### src/sv/bbd_pkg.sv
package bbd_pkg;

  localparam int unsigned PERIOD_MAX = 16;
  localparam int unsigned SQ         = 5;
  localparam int unsigned KEY_LEN    = SQ * SQ;
  localparam int unsigned LW         = 5;
  localparam int unsigned PW         = 5;
  localparam int unsigned KW         = 60;
  localparam int unsigned CFG_W      = 2;
  localparam int unsigned CRD_W      = 3;
  localparam int unsigned ADDR_W     = $clog2(2 * PERIOD_MAX);
  localparam int unsigned CNT_W      = $clog2(PERIOD_MAX + 1);
  localparam int unsigned IDX_W      = (PERIOD_MAX > 1) ? $clog2(PERIOD_MAX) : 1;

  typedef enum logic [CFG_W-1:0] {
    CFG_PERIOD,
    CFG_KEY_A,
    CFG_KEY_B,
    CFG_KEY_C
  } cfg_reg_e;

  typedef enum logic [2:0] {
    ST_IDLE,
    ST_WCOL,
    ST_RDROW,
    ST_RDCOL,
    ST_CALC,
    ST_WAIT
  } state_e;

  typedef logic [KEY_LEN*LW-1:0] key_t;

  typedef struct packed {
    logic             found;
    logic [CRD_W-1:0] row;
    logic [CRD_W-1:0] col;
  } loc_t;

  function automatic logic [LW-1:0] key_entry(key_t key, logic [LW-1:0] idx);
    logic [LW-1:0] res;
    if (idx >= LW'(KEY_LEN - 1)) begin
      res = key[KEY_LEN*LW-1 -: LW];
    end else begin
      res = key[idx*LW +: LW];
    end
    return res;
  endfunction

  // lowest matching position wins
  function automatic loc_t find_letter(key_t key, logic [LW-1:0] letter);
    loc_t res;
    res = '0;
    for (int r = SQ - 1; r >= 0; r--) begin
      for (int c = SQ - 1; c >= 0; c--) begin
        if (key[(r*SQ+c)*LW +: LW] == letter) begin
          res.found = 1'b1;
          res.row   = CRD_W'(r);
          res.col   = CRD_W'(c);
        end
      end
    end
    return res;
  endfunction

endpackage

### src/sv/bifid_block_decipher_unit.sv
// channel   direction  signals
// ---------------------------------------------------------------------------
// config    in         cfg_valid_i, cfg_ready_o, cfg_index_i, cfg_data_i
// letter    in         in_valid_i, in_ready_o, letter_i, restart_i
// plain     out        out_valid_o, out_ready_i, plain_letter_o, last_o, bad_letter_o
//
// a letter writes its row, then its column, to the coordinate memory over its
// single write port. a completed block then bursts period results, each via
// ST_RDROW, ST_RDCOL, ST_CALC and ST_WAIT: two reads of the coordinate memory,
// the key lookup and the output handshake. no letter is taken during the burst.
// reset clears the control and config registers only; the coordinate memory is never cleared.
// a stalled output holds its result until out_ready_i.
module bifid_block_decipher_unit
  import bbd_pkg::*;
(
  input  logic             clk_i,
  input  logic             rst_ni,
  input  logic             cfg_valid_i,
  output logic             cfg_ready_o,
  input  logic [CFG_W-1:0] cfg_index_i,
  input  logic [KW-1:0]    cfg_data_i,
  input  logic             in_valid_i,
  output logic             in_ready_o,
  input  logic [LW-1:0]    letter_i,
  input  logic             restart_i,
  output logic             out_valid_o,
  input  logic             out_ready_i,
  output logic [LW-1:0]    plain_letter_o,
  output logic             last_o,
  output logic             bad_letter_o
);

  logic [CRD_W-1:0] mem_q [2*PERIOD_MAX];

  state_e            state_q, state_d;
  logic [PW-1:0]     period_q;
  logic [KW-1:0]     key_a_q, key_b_q;
  logic [LW-1:0]     key_c_q;
  logic [CNT_W-1:0]  held_q;
  logic              err_q;
  logic [IDX_W-1:0]  idx_q;
  logic [ADDR_W-1:0] waddr_q;
  logic [CRD_W-1:0]  col_q;
  logic [CRD_W-1:0]  row_q;
  logic [CRD_W-1:0]  rd_data_q;
  logic              out_valid_q;
  logic [LW-1:0]     out_letter_q;
  logic              out_last_q;
  logic              out_bad_q;

  key_t              key_w;
  logic [CNT_W-1:0]  p_eff;
  logic [CNT_W-1:0]  held_eff;
  logic [CNT_W-1:0]  held_inc;
  loc_t              loc;
  logic              in_req;
  logic              out_req;
  logic              is_last;
  logic              mem_we;
  logic [ADDR_W-1:0] mem_waddr;
  logic [CRD_W-1:0]  mem_wdata;
  logic [ADDR_W-1:0] mem_raddr;

  assign key_w       = {key_c_q, key_b_q, key_a_q};
  assign cfg_ready_o = 1'b1;
  assign in_req      = in_valid_i && in_ready_o;
  assign out_req     = out_valid_q && out_ready_i;
  assign loc         = find_letter(key_w, letter_i);
  assign held_inc    = CNT_W'(held_q + 1'b1);
  assign is_last     = (CNT_W'(idx_q) == CNT_W'(p_eff - 1'b1));

  always_comb begin
    if (period_q == '0) begin
      p_eff = CNT_W'(1);
    end else if (period_q > PW'(PERIOD_MAX)) begin
      p_eff = CNT_W'(PERIOD_MAX);
    end else begin
      p_eff = CNT_W'(period_q);
    end
  end

  assign held_eff = (restart_i || held_q >= p_eff) ? '0 : held_q;

  // next state
  always_comb begin
    state_d = state_q;
    case (state_q)
      ST_IDLE: begin
        if (in_req) begin
          state_d = ST_WCOL;
        end
      end
      ST_WCOL: begin
        state_d = (held_inc == p_eff) ? ST_RDROW : ST_IDLE;
      end
      ST_RDROW: state_d = ST_RDCOL;
      ST_RDCOL: state_d = ST_CALC;
      ST_CALC:  state_d = ST_WAIT;
      ST_WAIT: begin
        if (out_req) begin
          state_d = is_last ? ST_IDLE : ST_RDROW;
        end
      end
      default: state_d = ST_IDLE;
    endcase
  end

  // outputs of the sequencer
  always_comb begin
    in_ready_o = 1'b0;
    mem_we     = 1'b0;
    mem_waddr  = waddr_q;
    mem_wdata  = col_q;
    mem_raddr  = ADDR_W'(idx_q);
    case (state_q)
      ST_IDLE: begin
        in_ready_o = 1'b1;
        mem_we     = in_valid_i;
        mem_waddr  = ADDR_W'({held_eff, 1'b0});
        mem_wdata  = loc.row;
      end
      ST_WCOL: begin
        mem_we    = 1'b1;
        mem_waddr = {waddr_q[ADDR_W-1:1], 1'b1};
      end
      ST_RDROW: mem_raddr = ADDR_W'(idx_q);
      ST_RDCOL: mem_raddr = ADDR_W'(p_eff + idx_q);
      default: begin
        mem_we = 1'b0;
      end
    endcase
  end

  // coordinate memory
  always_ff @(posedge clk_i) begin
    if (mem_we) begin
      mem_q[mem_waddr] <= mem_wdata;
    end
    rd_data_q <= mem_q[mem_raddr];
  end

  always_ff @(posedge clk_i or negedge rst_ni) begin
    if (!rst_ni) begin
      period_q <= PW'(5);
      key_a_q  <= '0;
      key_b_q  <= '0;
      key_c_q  <= '0;
    end else if (cfg_valid_i) begin
      case (cfg_reg_e'(cfg_index_i))
        CFG_PERIOD: period_q <= cfg_data_i[PW-1:0];
        CFG_KEY_A:  key_a_q  <= cfg_data_i;
        CFG_KEY_B:  key_b_q  <= cfg_data_i;
        CFG_KEY_C:  key_c_q  <= cfg_data_i[LW-1:0];
        default: begin
          key_c_q <= key_c_q;
        end
      endcase
    end
  end

  always_ff @(posedge clk_i or negedge rst_ni) begin
    if (!rst_ni) begin
      state_q     <= ST_IDLE;
      held_q      <= '0;
      err_q       <= 1'b0;
      idx_q       <= '0;
      out_valid_q <= 1'b0;
    end else begin
      state_q <= state_d;
      if (out_req) begin
        out_valid_q <= 1'b0;
      end
      case (state_q)
        ST_IDLE: begin
          if (in_req) begin
            held_q <= held_eff;
            err_q  <= ((restart_i || held_q >= p_eff) ? 1'b0 : err_q) | ~loc.found;
          end
        end
        ST_WCOL: begin
          held_q <= held_inc;
          idx_q  <= '0;
        end
        ST_CALC: out_valid_q <= 1'b1;
        ST_WAIT: begin
          if (out_req) begin
            if (is_last) begin
              held_q <= '0;
              err_q  <= 1'b0;
            end else begin
              idx_q <= IDX_W'(idx_q + 1'b1);
            end
          end
        end
        default: begin
          idx_q <= idx_q;
        end
      endcase
    end
  end

  // payload, no reset
  always_ff @(posedge clk_i) begin
    if (state_q == ST_IDLE && in_req) begin
      waddr_q <= ADDR_W'({held_eff, 1'b0});
      col_q   <= loc.col;
    end
    if (state_q == ST_RDCOL) begin
      row_q <= rd_data_q;
    end
    if (state_q == ST_CALC) begin
      out_letter_q <= key_entry(key_w, LW'(SQ * row_q + rd_data_q));
      out_last_q   <= is_last;
      out_bad_q    <= err_q;
    end
  end

  assign out_valid_o    = out_valid_q;
  assign plain_letter_o = out_letter_q;
  assign last_o         = out_last_q;
  assign bad_letter_o   = out_bad_q;

endmodule
### config.mk
export PLATFORM = sky130hd
export DESIGN_NAME = bifid_block_decipher_unit
export DESIGN_NICKNAME = d
export VERILOG_FILES = /design/src/sv/bbd_pkg.sv /design/src/sv/bifid_block_decipher_unit.sv
export SDC_FILE = /design/constraint.sdc
export NUM_CORES = 1
export LEC_CHECK = 0
export BUFFER_PORTS_ARGS = -buffer_cell sky130_fd_sc_hd__buf_4
export CELL_PAD_IN_SITES_DETAIL_PLACEMENT = 1
export CELL_PAD_IN_SITES_GLOBAL_PLACEMENT = 2
export CORE_AREA = 2 2 191 193
export DETAILED_ROUTE_END_ITERATION = 7
export DIE_AREA = 0 0 193 195
export PLACE_DENSITY = 0.87
export SLEW_MARGIN = 20
export SYNTH_ARGS = -nofsm -noshare
export SYNTH_HDL_FRONTEND = slang
export SYNTH_SLANG_ARGS = --single-unit
### constraint.sdc
create_clock -name clk_i -period 3.6 [get_ports clk_i]
set_input_delay 0.18 -clock clk_i [delete_from_list [all_inputs] [get_ports clk_i]]
set_output_delay 0.18 -clock clk_i [all_outputs]
set_load 0.05 [all_outputs]
== Yosys cells after proc, flatten, opt, wreduce, memory -nomap -nowiden ==
Memory sizes are Yosys's and may differ from the RTL's. A register that Yosys moved wholly into a read port is not among the register bits.
Cells that the tools add are included.
Storage, ports and cells
  bits in registers: 161
  RAM bits: 96
  output and inout port bits: 10
  logic and storage cells: 149
  memories: 1
Operators by class
  add/subtract/negate cells: 5
  $mul: 2
  $lt $le $gt $ge: 3
  equality and inequality tests: 40
  shifts and indexed selects: 1
  mux-type cells: 55
  bitwise operators: 2
  reduce and logical (&&, ||, !) cells: 22
Memory list
  mem_q: depth 32, width 3, read ports 1, clocked after Yosys merged registers in 1, wr ports 1, line bifid_block_decipher_unit.sv:33  | logic [CRD_W-1:0] mem_q [2*PERIOD_MAX];
Operators by type and width (count)
  2-to-1 mux 7 bit: 25
  == test 5 bit: 26
  variable part select 125 x 9 -> 5 bit: 1
  2-to-1 mux 5 bit: 8
  one-hot mux 3 bit (6 select lines): 1
  one-hot mux 5 bit (3 select lines): 1
  inequality test 2 bit (second input constant): 5
  one-hot mux 5 bit (2 select lines): 1
  AND reduction 2 bit: 5
  2-to-1 mux 1 bit: 9
  2-to-1 mux 3 bit: 3
  multiplier 5 x 3 -> 8 bit (second input constant): 1
  2-to-1 mux 4 bit: 2
  one-hot mux 4 bit (2 select lines): 1
  AND reduction 4 bit: 2
  == test 3 x 2 -> 1 bit (second input constant): 2
  == test 3 bit (second input constant): 2
  nonzero test 2 bit: 3
  adder 5 x 1 -> 5 bit (second input constant): 1
  adder 5 x 3 -> 5 bit: 1
  adder 5 x 4 -> 5 bit: 1
  == test 4 x 5 -> 1 bit: 1
  greater-or-equal comparator 5 bit: 1
  greater-or-equal comparator 5 bit (second input constant): 1
  21 further kinds: 26

== Longest topological paths before layout ==
Gate-level depths: netlist (run 1).
  depth in word-level cells: 30
  gate-level depth with buffers: 12
  gate-level depth less buffers: 12

== Least setup slack after synthesis (run 1) ==
Ideal clock, no wire load.
  kind: input to register
  start point: input letter_i[4]
  end point: memory mem_q[0][0] (data pin)
  library setup time: 0.563 ns
  arrival time: 3.341 ns
  required time: 3.037 ns
  slack: -0.304 ns
  cell stages on the path: 9
  path buffers: 2
  path through: buf_2 -> buf_4 -> xnor2_1 -> nand3_1 -> nor3_1 -> nand4b_1 -> nand2b_1 -> a211oi_1 -> o41ai_1
Between the ends
  cells in the longest elaborated chain, start to end: 26
  elaborated cells between the ends (all ways): 49
  those cells by class: 24 x eq/ne; 25 x mux
Ends and longest elaborated chain
  start: declaration: line bifid_block_decipher_unit.sv:24  | input logic [LW-1:0] letter_i,
  == test 5 bit: line bbd_pkg.sv:55  | if (key[(r*SQ+c)*LW +: LW] == letter) begin
  2-to-1 mux 7 bit (23 in a row): line bbd_pkg.sv:55
  2-to-1 mux 7 bit *: line bbd_pkg.sv:55
  2-to-1 mux 3 bit *: line bifid_block_decipher_unit.sv:115  | case (state_q)
  named net mem_wdata[0]: line bifid_block_decipher_unit.sv:61  | logic [CRD_W-1:0] mem_wdata;
  end: declaration: line bifid_block_decipher_unit.sv:33
Mark *: on every way through the listed nets, which the timed path passes. The rest lies on a longest branch.

== Final worst setup path (run 1) ==
  start point: register period_q[1]
  end point: register rd_data_q[0] (read register of mem_q)
Between the ends
  cells in the longest elaborated chain, start to end: 5
  elaborated cells between the ends (all ways): 6
  those cells by class: 1 x add/sub; 1 x order compare; 3 x mux; 1 x reduce/logical
Ends and longest elaborated chain
  start: declaration: line bifid_block_decipher_unit.sv:36  | logic [PW-1:0] period_q;
  start signal: assignment: line bifid_block_decipher_unit.sv:150  | CFG_PERIOD: period_q <= cfg_data_i[PW-1:0];
  > comparator 5 bit: line bifid_block_decipher_unit.sv:75  | end else if (period_q > PW'(PERIOD_MAX)) begin
  2-to-1 mux 5 bit: line bifid_block_decipher_unit.sv:75
  2-to-1 mux 5 bit *: line bifid_block_decipher_unit.sv:73  | if (period_q == '0) begin
  adder 5 x 4 -> 5 bit *: line bifid_block_decipher_unit.sv:127  | ST_RDCOL: mem_raddr = ADDR_W'(p_eff + idx_q);
  2-to-1 mux 5 bit *: line bifid_block_decipher_unit.sv:115
  end: declaration: line bifid_block_decipher_unit.sv:45  | logic [CRD_W-1:0] rd_data_q;
Every way passes the cells marked *; elsewhere a longest branch is shown, timed or not.
A chain may end at the register's enable or synchronous reset.

==> run_results.csv, run 1 <==
group,metric,value,unit
setup_path,path_class,"reg2reg",
sta,rsz0062_at_grt,"false",
clock_tree,cts_tree,"yes",
sta,max_freq,308,MHz
clock_tree,cts_buffers,28,
layout,fin_nets,1304,
drt,drc,0,
setup_path,cp-start-kind,"flop",
die,die_y,195,um
power,p_leak,6.78,nW
placement,dp_hpwl,26.3,mm
die,rows,69,
sta,fin_tns_setup,0,ns
drt,dr.pass1.iters,4,
global_routing,first_global_vias,9968,
power,power_density,722,nW/um2
placement,port_buffers,81,
synth,synth_warnings,0,
placement,placed_area,15000,um2
die,fp.dieW,193,um
clock_tree,cts_sinks,260,
sta,slew_violations,0,
setup_path,path_max_fanout,9,
sta,fin_ws,0.353,ns
placement,pre_cts_ws,0.404,ns
sta,setup_violations,0,
synth,synth_top_area_share,25.9,%
global_routing,antenna_found_initial,1,
setup_path,rr_startpoint,"period_q[1]$_DFFE_PN0P_",
sta,finalHoldViolations,0,
layout,regArea,7060,um2
drt,ant_nets,0,
drt,drt-vias-per-instance,5.39,
synth,synth_top_cell_by_area,"dfrtp_1",
synth,synth-seq-area-share,51.4,%
worst_hold_path,min_path_cells,5,
global_routing,grt_overflow_total,0,
worst_hold_path,min_from,"in_valid_i",
global_routing,grt_pass1_wl,59.0,mm
synth,syn_nets,1150,
die,io_pins,83,
synth,synth_cell_types,64,
worst_hold_path,min_path_type,"in2reg",
synth,netlist_top_cells_area,"dfrtp_1 26%, edfxtp_1 25%, mux2_2 11%",
synth,async_reset_ff_share,55.4,%
synth,synth_ff_type,"dfrtp_1",
drt,wl_per_cell,22.0,um
layout,fill_cells,3662,
power,vdd_ir_drop_max,527,uV
sta,min_period,3.25,ns
layout,multiInputGateArea,6340,um2
setup_path,end_kind,"flop",
synth,ys_seq_elements,260,
layout,syn_to_final_growth,20.5,%
outcome,outcome,"finished clean",
placement,gp_congestion,0.828,
clock_tree,cts_setup_buffers,0,
global_routing,track_usage,20.4,%
synth,synth_edf_count,113,
sta,slew_headroom,37.5,%
layout,drive_above_1_share,28.5,%
drt,dr_total_vias,9133,
die,core,35400,um2
sta,tightest_slew,0.937,ns
setup_path,reg2reg_to,"rd_data_q[0]$_DFF_P_",
clock_tree,cts_root_buf,"clkbuf_16",
synth,syn-cell-area,13700,um2
die,die_area,37600,um2
clock_tree,cts_buffer_depth,3,
layout,final_area,16500,um2
clock_tree,cts_resized,0,
clock_tree,h-tree-depth,1,
setup_path,required,4.04,ns
drt,drt-total-wl,37.3,mm
clock_tree,clk_latency,0.56,ns
synth,syn-instance-count,1055,
clock_tree,postCtsHoldBufs,62,
die,start_util,38.8,%
sta,min_period_over_period,90.2,%
clock_tree,clk_pin_slew,0.06,ns
flow_run,cap_violations,0,
sta,holdWs,0.0463,ns
setup_path,ff2ff_path_depth,12,
synth,avgSynthCellArea,13.0,um2
sta,fin_skew,0.0139,ns
setup_path,rrSetupSlack,0.35,ns
drt,drt_iter0_markers,400,
global_routing,grt_max_degree,97,
worst_hold_path,whs_endpoint,"state_q[0]$_DFFE_PN0P_",
setup_path,crit_arrival,3.69,ns
==> flip-flops by register name, summed over array words and instances, names as in the netlist <==
register / flops
key_b_q: 60
err_q: 1
out_valid_o: 1
rd_data_q: 3
col_q: 3
idx_q: 4
period_q: 5
plain_letter_o: 5
state_q: 3
bad_letter_o: 1
held_q: 5
last_o: 1
mem_q: 96
key_c_q: 5
waddr_q: 4
key_a_q: 60
row_q: 3
==> critical path, cell delays in order, from the launching register on <==
cell       delay [ns]
dfrtp_1          0.42
nor3_1           0.22
nor2_1           0.06
nor2_1           0.20
ha_1             0.25
fa_1             0.46
mux2i_4          0.38
buf_4            0.23
mux2i_1          0.26
mux2i_1          0.14
o2bb2ai_1        0.16
a221oi_1         0.25
mux2i_1          0.11
==> per-stage QoR <==
| stage | std cells | power, mW | util, % |
|---|---|---|---|
| 2_1_floorplan | 1055 | 7.36 | - |
| 6_report | 1693 | 11.9 | 46.7 |
| 4_1_cts | 1691 | 12.0 | 46.7 |
| 5_1_grt | 1692 | 12.5 | 46.7 |
| 3_5_place_dp | 1577 | 9.03 | 42.4 |
| 3_3_place_gp | 1576 | 8.93 | 42.3 |
==> cell type report <==
cell class	instances	area share (%)
timing repair buffer	179	9.53
antenna	1	0.0151
tap	461	3.49
inverter	20	0.454
clock buffer	36	4.66
sequential	260	42.7
clock inverter	16	0.900
multi-input combinational	720	38.3
==> cell usage after synthesis (3+ instances only) <==
library cell / n
dfrtp_1: 142
mux2_2: 135
edfxtp_1: 113
xor2_1: 72
xnor2_1: 68
nor2_1: 56
mux2i_1: 50
mux4_2: 35
nor3_1: 35
nand3_1: 32
nand2_1: 31
a21oi_1: 28
o21ai_0: 21
ha_1: 20
inv_1: 19
buf_4: 16
a211oi_1: 15
nor2b_1: 15
clkbuf_1: 14
buf_1: 12
buf_2: 12
a31oi_1: 10
nand2b_1: 8
o2bb2ai_1: 7
o31ai_1: 7
a21o_1: 6
a221oi_1: 6
and3_1: 5
nand3b_1: 5
nand4_1: 5
and2_1: 4
nor3b_1: 4
nor4b_1: 4
dfxtp_1: 3
o211ai_1: 3
o41ai_1: 3
==> worst max-delay path by stage <==
stage,from,endpoint,slack [ns],cells after the start
detailed placement,period_q[1]$_DFFE_PN0P_,rd_data_q[0]$_DFF_P_,0.40,12
finish,period_q[1]$_DFFE_PN0P_,rd_data_q[0]$_DFF_P_,0.35,12
floorplan,letter_i[4],mem_q[0][1]$_DFFE_PP_,0.35,9
global route,period_q[1]$_DFFE_PN0P_,rd_data_q[0]$_DFF_P_,0.13,12
global placement,period_q[1]$_DFFE_PN0P_,mem_q[5][1]$_DFFE_PP_,0.54,11
CTS,period_q[1]$_DFFE_PN0P_,rd_data_q[0]$_DFF_P_,0.36,12
==> metal layers <==
layer  share of wire, %  GRT usage (%)
met1                 43           26.3
met2                 51           35.7
met3                2.9           2.59
met5                  0              0
met4                3.2           6.23
==> power by group <==
| part | switching [mW] | total, mW | leakage (nW) | internal, mW |
|---|---|---|---|---|
| Combinational | 2.63 | 4.71 | 3.55 | 2.08 |
| Sequential | 0.475 | 4.35 | 2.78 | 3.88 |
| Clock | 1.22 | 2.88 | 0.451 | 1.66 |
==> cell families (layout without fill, tap and decap cells) <==
logic type,count (synthesis),in the layout,share of synthesized area [%]
muxes,222,222,20.7
other,1,2,0.0273
xor gates and xnor gates,140,140,8.93
buffers and inverters,75,251,2.65
AOI/OAI and AO/OA,122,122,6.26
DFF,260,260,51.4
adders and majority gates,22,22,2.11
and+or+nand+nor,213,213,7.86
==> placed cells by master, fill, tap and decap left out, drive strengths merged, types with 3 or more instances in the layout <==
cell           n
a211oi        15
a21o           6
a21oi         28
a221oi         6
a31oi         11
and2           4
and3           5
buf          117
clkbuf        36
clkinv        11
clkinvlp       3
dfrtp        142
dfxtp          3
dlygate4sd3   62
edfxtp       113
ha            20
inv           20
mux2         135
mux2i         52
mux4          35
nand2         32
nand2b         8
nand3         32
nand3b         6
nand4          5
nor2          57
nor2b         15
nor3          35
nor3b          4
nor4b          4
o211ai         3
o21ai         23
o2bb2ai        7
o31ai          7
o41ai          3
or3            3
xnor2         68
xor2          72
(Power assumes the default switching activity.)
==> run 2: changes to the inputs <==
--- a/config.mk
+++ b/config.mk
@@ -8,11 +8,12 @@
 export BUFFER_PORTS_ARGS = -buffer_cell sky130_fd_sc_hd__buf_4
 export CELL_PAD_IN_SITES_DETAIL_PLACEMENT = 1
 export CELL_PAD_IN_SITES_GLOBAL_PLACEMENT = 2
-export CORE_AREA = 2 2 191 193
+export CORE_AREA = 2 2 182 184
 export DETAILED_ROUTE_END_ITERATION = 7
-export DIE_AREA = 0 0 193 195
-export PLACE_DENSITY = 0.87
+export DIE_AREA = 0 0 184 186
+export PLACE_DENSITY = 0.9
 export SLEW_MARGIN = 20
 export SYNTH_ARGS = -nofsm -noshare
 export SYNTH_HDL_FRONTEND = slang
 export SYNTH_SLANG_ARGS = --single-unit
+export TNS_END_PERCENT = 20
==> constraint.sdc (replaced) <==
create_clock -name clk_i -period 3.1 [get_ports clk_i]
set_input_delay 0.155 -clock clk_i [delete_from_list [all_inputs] [get_ports clk_i]]
set_output_delay 0.155 -clock clk_i [all_outputs]
set_load 0.1 [all_outputs]
==> run_results.csv, run 2 (synthesis results as in run 1) <==
group,metric,value,unit
power,combPwrFrac,39.5,%
die,core,32200,um2
setup_path,cp.depth,14,
setup_path,cp-start-kind,"flop",
setup_path,cpPeakStageDelay,0.54,ns
placement,port_buffers,81,
setup_path,crit_arrival,3.43,ns
global_routing,grt_util_met2,41.0,%
layout,final_cell_count_no_fill,1647,
setup_path,cp_common_cell,"mux2i_1",
layout,largest_register_ffs,96,
power,swShare,36.2,%
setup_path,rr_startpoint,"period_q[2]$_DFFE_PN1P_",
clock_tree,cts_tree,"yes",
outcome,outcome,"finished clean",
power,seqPwrFrac,36.2,%
global_routing,first_global_vias,10329,
sta,rsz0062_at_grt,"true",
die,fp.dieW,184,um
sta,fin_ws,0.0813,ns
power,p_leak,6.88,nW
placement,gp_congestion,0.822,
setup_path,crit_start,"period_q[2]$_DFFE_PN1P_",
drt,wl_per_cell,23.2,um
setup_path,slowest_stage,"dfstp_2",
placement,pre_cts_ws,-0.00411,ns
drt,ant_nets,0,
clock_tree,clk_pin_slew,0.06,ns
global_routing,gr-usage-met1,29.2,%
setup_path,path_cells,"nor3_2, nor2_1, nor2_2, ha_2, fa_1, mux2i_4, buf_12, buf_4, clkbuf_16, mux2i_1, mux2_2, o2bb2ai_1, a221oi_1, mux2i_1",
sta,slew_violations,0,
global_routing,track_usage,22.6,%
drt,drt_iter0_markers,508,
sta,max_freq,331,MHz
layout,drive_above_1_share,32.2,%
layout,regArea,7060,um2
sta,fin_skew,0.0251,ns
power,switchingPower,5.14,mW
layout,reg.largest.list,"mem_q x96, key_a_q x60, key_b_q x60",
global_routing,grt_overflow_total,0,
setup_path,required,3.51,ns
flow_run,cap_violations,0,
die,io_pins,83,
setup_path,path_max_fanout,21,
layout,regMostFlops,"mem_q",
power,power_density,843,nW/um2
layout,diodes,0,
die,die_area,34200,um2
layout,final_cell_mix,"142 x dfrtp_1, 135 x mux2_2, 113 x edfxtp_1, 113 x buf_4, 72 x xor2_1",
clock_tree,cts_buffer_depth,3,
die,rows,66,
setup_path,reg2reg_to,"rd_data_q[1]$_DFF_P_",
sta,min_period,3.02,ns
setup_path,worst-path-buf-inv,3,
layout,syn_to_final_growth,22.6,%
power,p_total,14.2,mW
sta,slew_headroom,37.4,%
drt,drc,0,
global_routing,antenna_found_initial,0,
setup_path,cp_top_family,"adder cells",
global_routing,grt_busiest_layer,"met2",
sta,min_period_over_period,97.4,%
setup_path,end_kind,"flop",
sta,finalHoldViolations,0,
sta,setup_violations,0,
drt,drt-vias-per-instance,5.70,
setup_path,path_class,"reg2reg",
placement,dp.cells,1528,
layout,fin_nets,1312,
die,die_y,186,um
clock_tree,clk_latency,0.55,ns
setup_path,ff2ff_path_depth,14,
clock_tree,cts_root_buf,"clkbuf_16",
clock_tree,cts_buffers,28,
drt,dr_total_vias,9380,
setup_path,rrSetupSlack,0.08,ns
die,start_util,42.6,%
layout,final_common_cell,"dfrtp_1",
global_routing,grt_util_met3,2.33,%
setup_path,worstSetupEndpoint,"rd_data_q[1]$_DFF_P_",
placement,dp_hpwl,25.9,mm
worst_hold_path,min_path_type,"in2reg",
layout,fill_cells,3215,
global_routing,grt_pass1_wl,59.3,mm
clock_tree,cts_sinks,260,
drt,drt-total-wl,38.2,mm
global_routing,grt_max_degree,80,
drt,dr.pass1.iters,4,
sta,tightest_slew,0.933,ns
clock_tree,h-tree-depth,1,
layout,multiInputGateArea,6530,um2
power,p_int,9.04,mW
power,vdd_ir_drop_max,435,uV
power,clock_power_share,24.3,%
==> run 2: cell count changes in the layout (fill, tap and decap cells not counted), moves of 4 or more <==
cell,delta
a31oi_1,-7
nor2_2,+29
clkinv_1,+4
buf_12,+4
nor2_1,-30
a31oi_2,+4
buf_4,+4
==> run 2: how the worst min path moves through the flow <==
| stage | cells after the start | from | slack (ns) | to |
|---|---|---|---|---|
| global placement | 1 | rst_ni | 0.25 | key_b_q[54]$_DFFE_PN0P_ |
| CTS | 5 | in_valid_i | 0.02 | state_q[0]$_DFFE_PN0P_ |
| floorplan | 0 | rst_ni | -0.14 | err_q$_DFFE_PN0P_ |
| global route | 5 | in_valid_i | 0.08 | state_q[0]$_DFFE_PN0P_ |
| finish | 5 | in_valid_i | 0.04 | state_q[0]$_DFFE_PN0P_ |
| detailed placement | 1 | rst_ni | 0.25 | key_a_q[54]$_DFFE_PN0P_ |
==> run 2: area by class of cell <==
cell class,instances,share of cell area [%]
Sequential cell,260,42.0
Clock inverter,15,1.02
Clock buffer,37,4.55
Inverter,20,0.446
Multi-Input combinational cell,720,38.8
Tap cell,408,3.03
Timing Repair Buffer,187,10.2
==> run 2: per-stage QoR <==
| stage | TNS (ns) | cell area (um2) | hold slack, ns | utilization (%) |
|---|---|---|---|---|
| 5_1_grt | -1.18 | 16800 | 0.0766 | 52.2 |
| 3_3_place_gp | 0 | 15000 | 0.253 | 46.5 |
| 4_1_cts | -0.188 | 16600 | 0.0180 | 51.4 |
| 6_report | 0 | 16800 | 0.0377 | 52.2 |
| 2_1_floorplan | -3.93 | 13700 | -0.141 | - |
| 3_5_place_dp | -0.0303 | 15000 | 0.254 | 46.5 |
==> run 2: power groups by stage <==
stage | Clock (mW) | Combinational (mW) | Sequential [mW]
2_1_floorplan | 0 | 3.57 | 5.15
3_3_place_gp | 0 | 5.24 | 5.12
3_5_place_dp | 0 | 5.37 | 5.15
4_1_cts | 3.49 | 5.49 | 5.10
5_1_grt | 3.63 | 6.02 | 5.19
6_report | 3.44 | 5.60 | 5.13
==> run 2: repair_timing <==
action	in CTS	in global routing
hold buffers	62	0
pin swaps	0	10
endpoints found under the hold margin	210	0
setup endpoints to repair	24	99
gates cloned	0	2
gates resized for setup	6	47
buffers inserted	0	3
==> run 2: worst min-delay path: cells and delay by family <==
| family | cells | cell delay, ns |
|---|---|---|
| simple gates | 3 | 0.21 |
| buf+inv | 1 | 0.12 |
| compound gates | 1 | 0.05 |
==> run 2: metal layers <==
| metal | part of all wire [%] | wire (um) | up-vias |
|---|---|---|---|
| met5 | 0 | 0 | - |
| met4 | 2.2 | 857 | 0 |
| met3 | 3.2 | 1240 | 64 |
| met2 | 52 | 19700 | 172 |
| met1 | 43 | 16400 | 4913 |
| li1 | - | - | 4231 |
==> run 3: changes to the inputs <==
--- a/config.mk
+++ b/config.mk
@@ -8,9 +8,9 @@
 export BUFFER_PORTS_ARGS = -buffer_cell sky130_fd_sc_hd__buf_4
 export CELL_PAD_IN_SITES_DETAIL_PLACEMENT = 1
 export CELL_PAD_IN_SITES_GLOBAL_PLACEMENT = 2
-export CORE_AREA = 2 2 182 184
+export CORE_AREA = 2 2 217 155
 export DETAILED_ROUTE_END_ITERATION = 7
-export DIE_AREA = 0 0 184 186
+export DIE_AREA = 0 0 219 157
 export PLACE_DENSITY = 0.9
 export SLEW_MARGIN = 20
 export SYNTH_ARGS = -nofsm -noshare
==> run_results.csv, run 3 (synthesis results as in run 1) <==
group,metric,value,unit
layout,drive_above_1_share,33.5,%
sta,tightest_slew,0.915,ns
die,io_pins,83,
global_routing,grt_max_degree,82,
layout,regArea,7060,um2
die,start_util,42.8,%
worst_hold_path,min_from,"in_valid_i",
clock_tree,cts_tree,"yes",
sta,fin_skew,0.0221,ns
setup_path,required,3.53,ns
drt,drt_iter0_markers,709,
layout,fill_cells,3249,
global_routing,grt_pass1_wl,62.1,mm
clock_tree,cts_buffer_depth,3,
layout,fin_nets,1311,
clock_tree,cts_buffers,27,
worst_hold_path,min_path_type,"in2reg",
placement,gp_congestion,0.829,
clock_tree,h-tree-depth,1,
global_routing,antenna_found_initial,2,
drt,drt-vias-per-instance,5.70,
power,vdd_ir_drop_max,585,uV
sta,min_period_over_period,99.6,%
sta,setup_violations,0,
sta,max_freq,324,MHz
die,core,32100,um2
sta,finalHoldViolations,0,
outcome,outcome,"finished clean",
global_routing,grt_overflow_total,0,
die,die_y,157,um
drt,ant_nets,0,
worst_hold_path,whs_endpoint,"state_q[0]$_DFFE_PN0P_",
layout,final_common_cell,"dfrtp_1",
clock_tree,clk_pin_slew,0.07,ns
setup_path,rr_startpoint,"period_q[1]$_DFFE_PN0P_",
setup_path,crit_arrival,3.52,ns
sta,slew_violations,0,
layout,multiInputGateArea,6660,um2
die,fp.dieW,219,um
flow_run,cap_violations,0,
die,die_area,34400,um2
layout,largest_register_ffs,96,
layout,fin_util,52.8,%
setup_path,rrSetupSlack,0.01,ns
layout,reg.largest.list,"mem_q x96, key_a_q x60, key_b_q x60",
layout,final_cell_mix,"142 x dfrtp_1, 135 x mux2_2, 113 x edfxtp_1, 112 x buf_4, 72 x xor2_1",
drt,drc,0,
setup_path,reg2reg_to,"rd_data_q[0]$_DFF_P_",
setup_path,path_class,"reg2reg",
global_routing,first_global_vias,10152,
drt,dr.pass1.iters,5,
power,p_leak,6.86,nW
sta,rsz0062_at_grt,"true",
global_routing,track_usage,23.9,%
setup_path,path_max_fanout,6,
worst_hold_path,min_path_cells,5,
setup_path,end_kind,"flop",
die,rows,55,
placement,dp_hpwl,27.3,mm
sta,min_period,3.09,ns
setup_path,cp-start-kind,"flop",
drt,drt-total-wl,40.4,mm
layout,syn_to_final_growth,23.3,%
drt,wl_per_cell,24.3,um
placement,port_buffers,81,
sta,slew_headroom,38.8,%
sta,fin_ws,0.0138,ns
power,power_density,836,nW/um2
layout,regMostFlops,"mem_q",
drt,dr_total_vias,9498,
setup_path,ff2ff_path_depth,13,
clock_tree,clk_latency,0.56,ns
clock_tree,cts_sinks,260,
clock_tree,cts_root_buf,"clkbuf_16",
placement,pre_cts_ws,-0.201,ns
==> run 3: changes by cell type in the layout (fill, tap and decap cells not counted), moves of 4 or more <==
cell      change
clkbuf_8      +5
clkinv_1      -5
mux2i_1       -4
mux2i_2       +4
nor2_2        -7
nor2_4        +7
==> run 3: layout make-up <==
class	instances	area share (%)
inverters	20	0.443
clock inverters	8	0.429
flip-flops and latches	260	41.7
well taps	427	3.16
multi-input cells	720	39.3
diodes	2	0.0296
clock buffers	42	4.72
repair buffers	187	10.2
==> run 3: stage by stage <==
step | setup TNS [ns] | power [mW] | hold slack, ns | cells | cell area (um2)
5_1_grt | -0.707 | 14.8 | 0.0665 | 1664 | 16900
4_1_cts | -0.611 | 14.0 | 0.0126 | 1659 | 16600
3_3_place_gp | -0.0444 | 10.4 | 0.241 | 1544 | 15000
6_report | 0 | 14.2 | 0.0403 | 1666 | 16900
3_5_place_dp | -3.21 | 10.6 | 0.257 | 1544 | 15000
2_1_floorplan | -3.93 | 8.72 | -0.141 | 1055 | 13700
==> run 3: how the worst max path moves through the flow <==
stage / start / endpoint / slack (ns) / cells after the start
2_1_floorplan: letter_i[4] / mem_q[0][1]$_DFFE_PP_ / -0.12 / 9
4_1_cts: period_q[2]$_DFFE_PN1P_ / mem_q[12][1]$_DFFE_PP_ / -0.04 / 12
3_5_place_dp: period_q[1]$_DFFE_PN0P_ / rd_data_q[0]$_DFF_P_ / -0.20 / 12
6_report: period_q[1]$_DFFE_PN0P_ / rd_data_q[0]$_DFF_P_ / 0.01 / 13
3_3_place_gp: period_q[1]$_DFFE_PN0P_ / rd_data_q[2]$_DFF_P_ / -0.04 / 12
5_1_grt: period_q[1]$_DFFE_PN0P_ / rd_data_q[1]$_DFF_P_ / -0.15 / 14
==> run 3: worst max-delay path: stages, from the launching register on <==
cell and delay (ns):
dfrtp_1 0.39, nor3_2 0.19, nor2_1 0.08, nor2_2 0.16, ha_2 0.22, fa_1 0.46, mux2i_4 0.19, buf_12 0.17
buf_12 0.14, mux2i_1 0.27, mux2_2 0.22, o2bb2ai_2 0.07, a221oi_2 0.26, mux2i_1 0.14
==> run 3: timing repair <==
item,4_1_cts,5_1_grt
hold buffers,62,0
hold endpoints to repair,212,0
pin swaps,2,26
cloned,2,1
gates resized for setup,20,60
setup endpoints to repair,60,90
buffers inserted,1,4
==> run 3: where the power goes <==
part	switching, mW	leakage (nW)	internal, mW
Clock	1.39	0.436	1.86
Combinational	3.27	3.65	2.50
Sequential	0.631	2.78	4.51
Total	5.29	6.86	8.86
==> run 3: layer usage <==
layer | vias up | routed length, um | global-route usage [%]
met1 | 4961 | 18700 | 34.2
met3 | 50 | 2500 | 5.02
met5 | - | 0 | 0
li1 | 4222 | - | -
met4 | 0 | 677 | 5.44
met2 | 265 | 18600 | 37.5
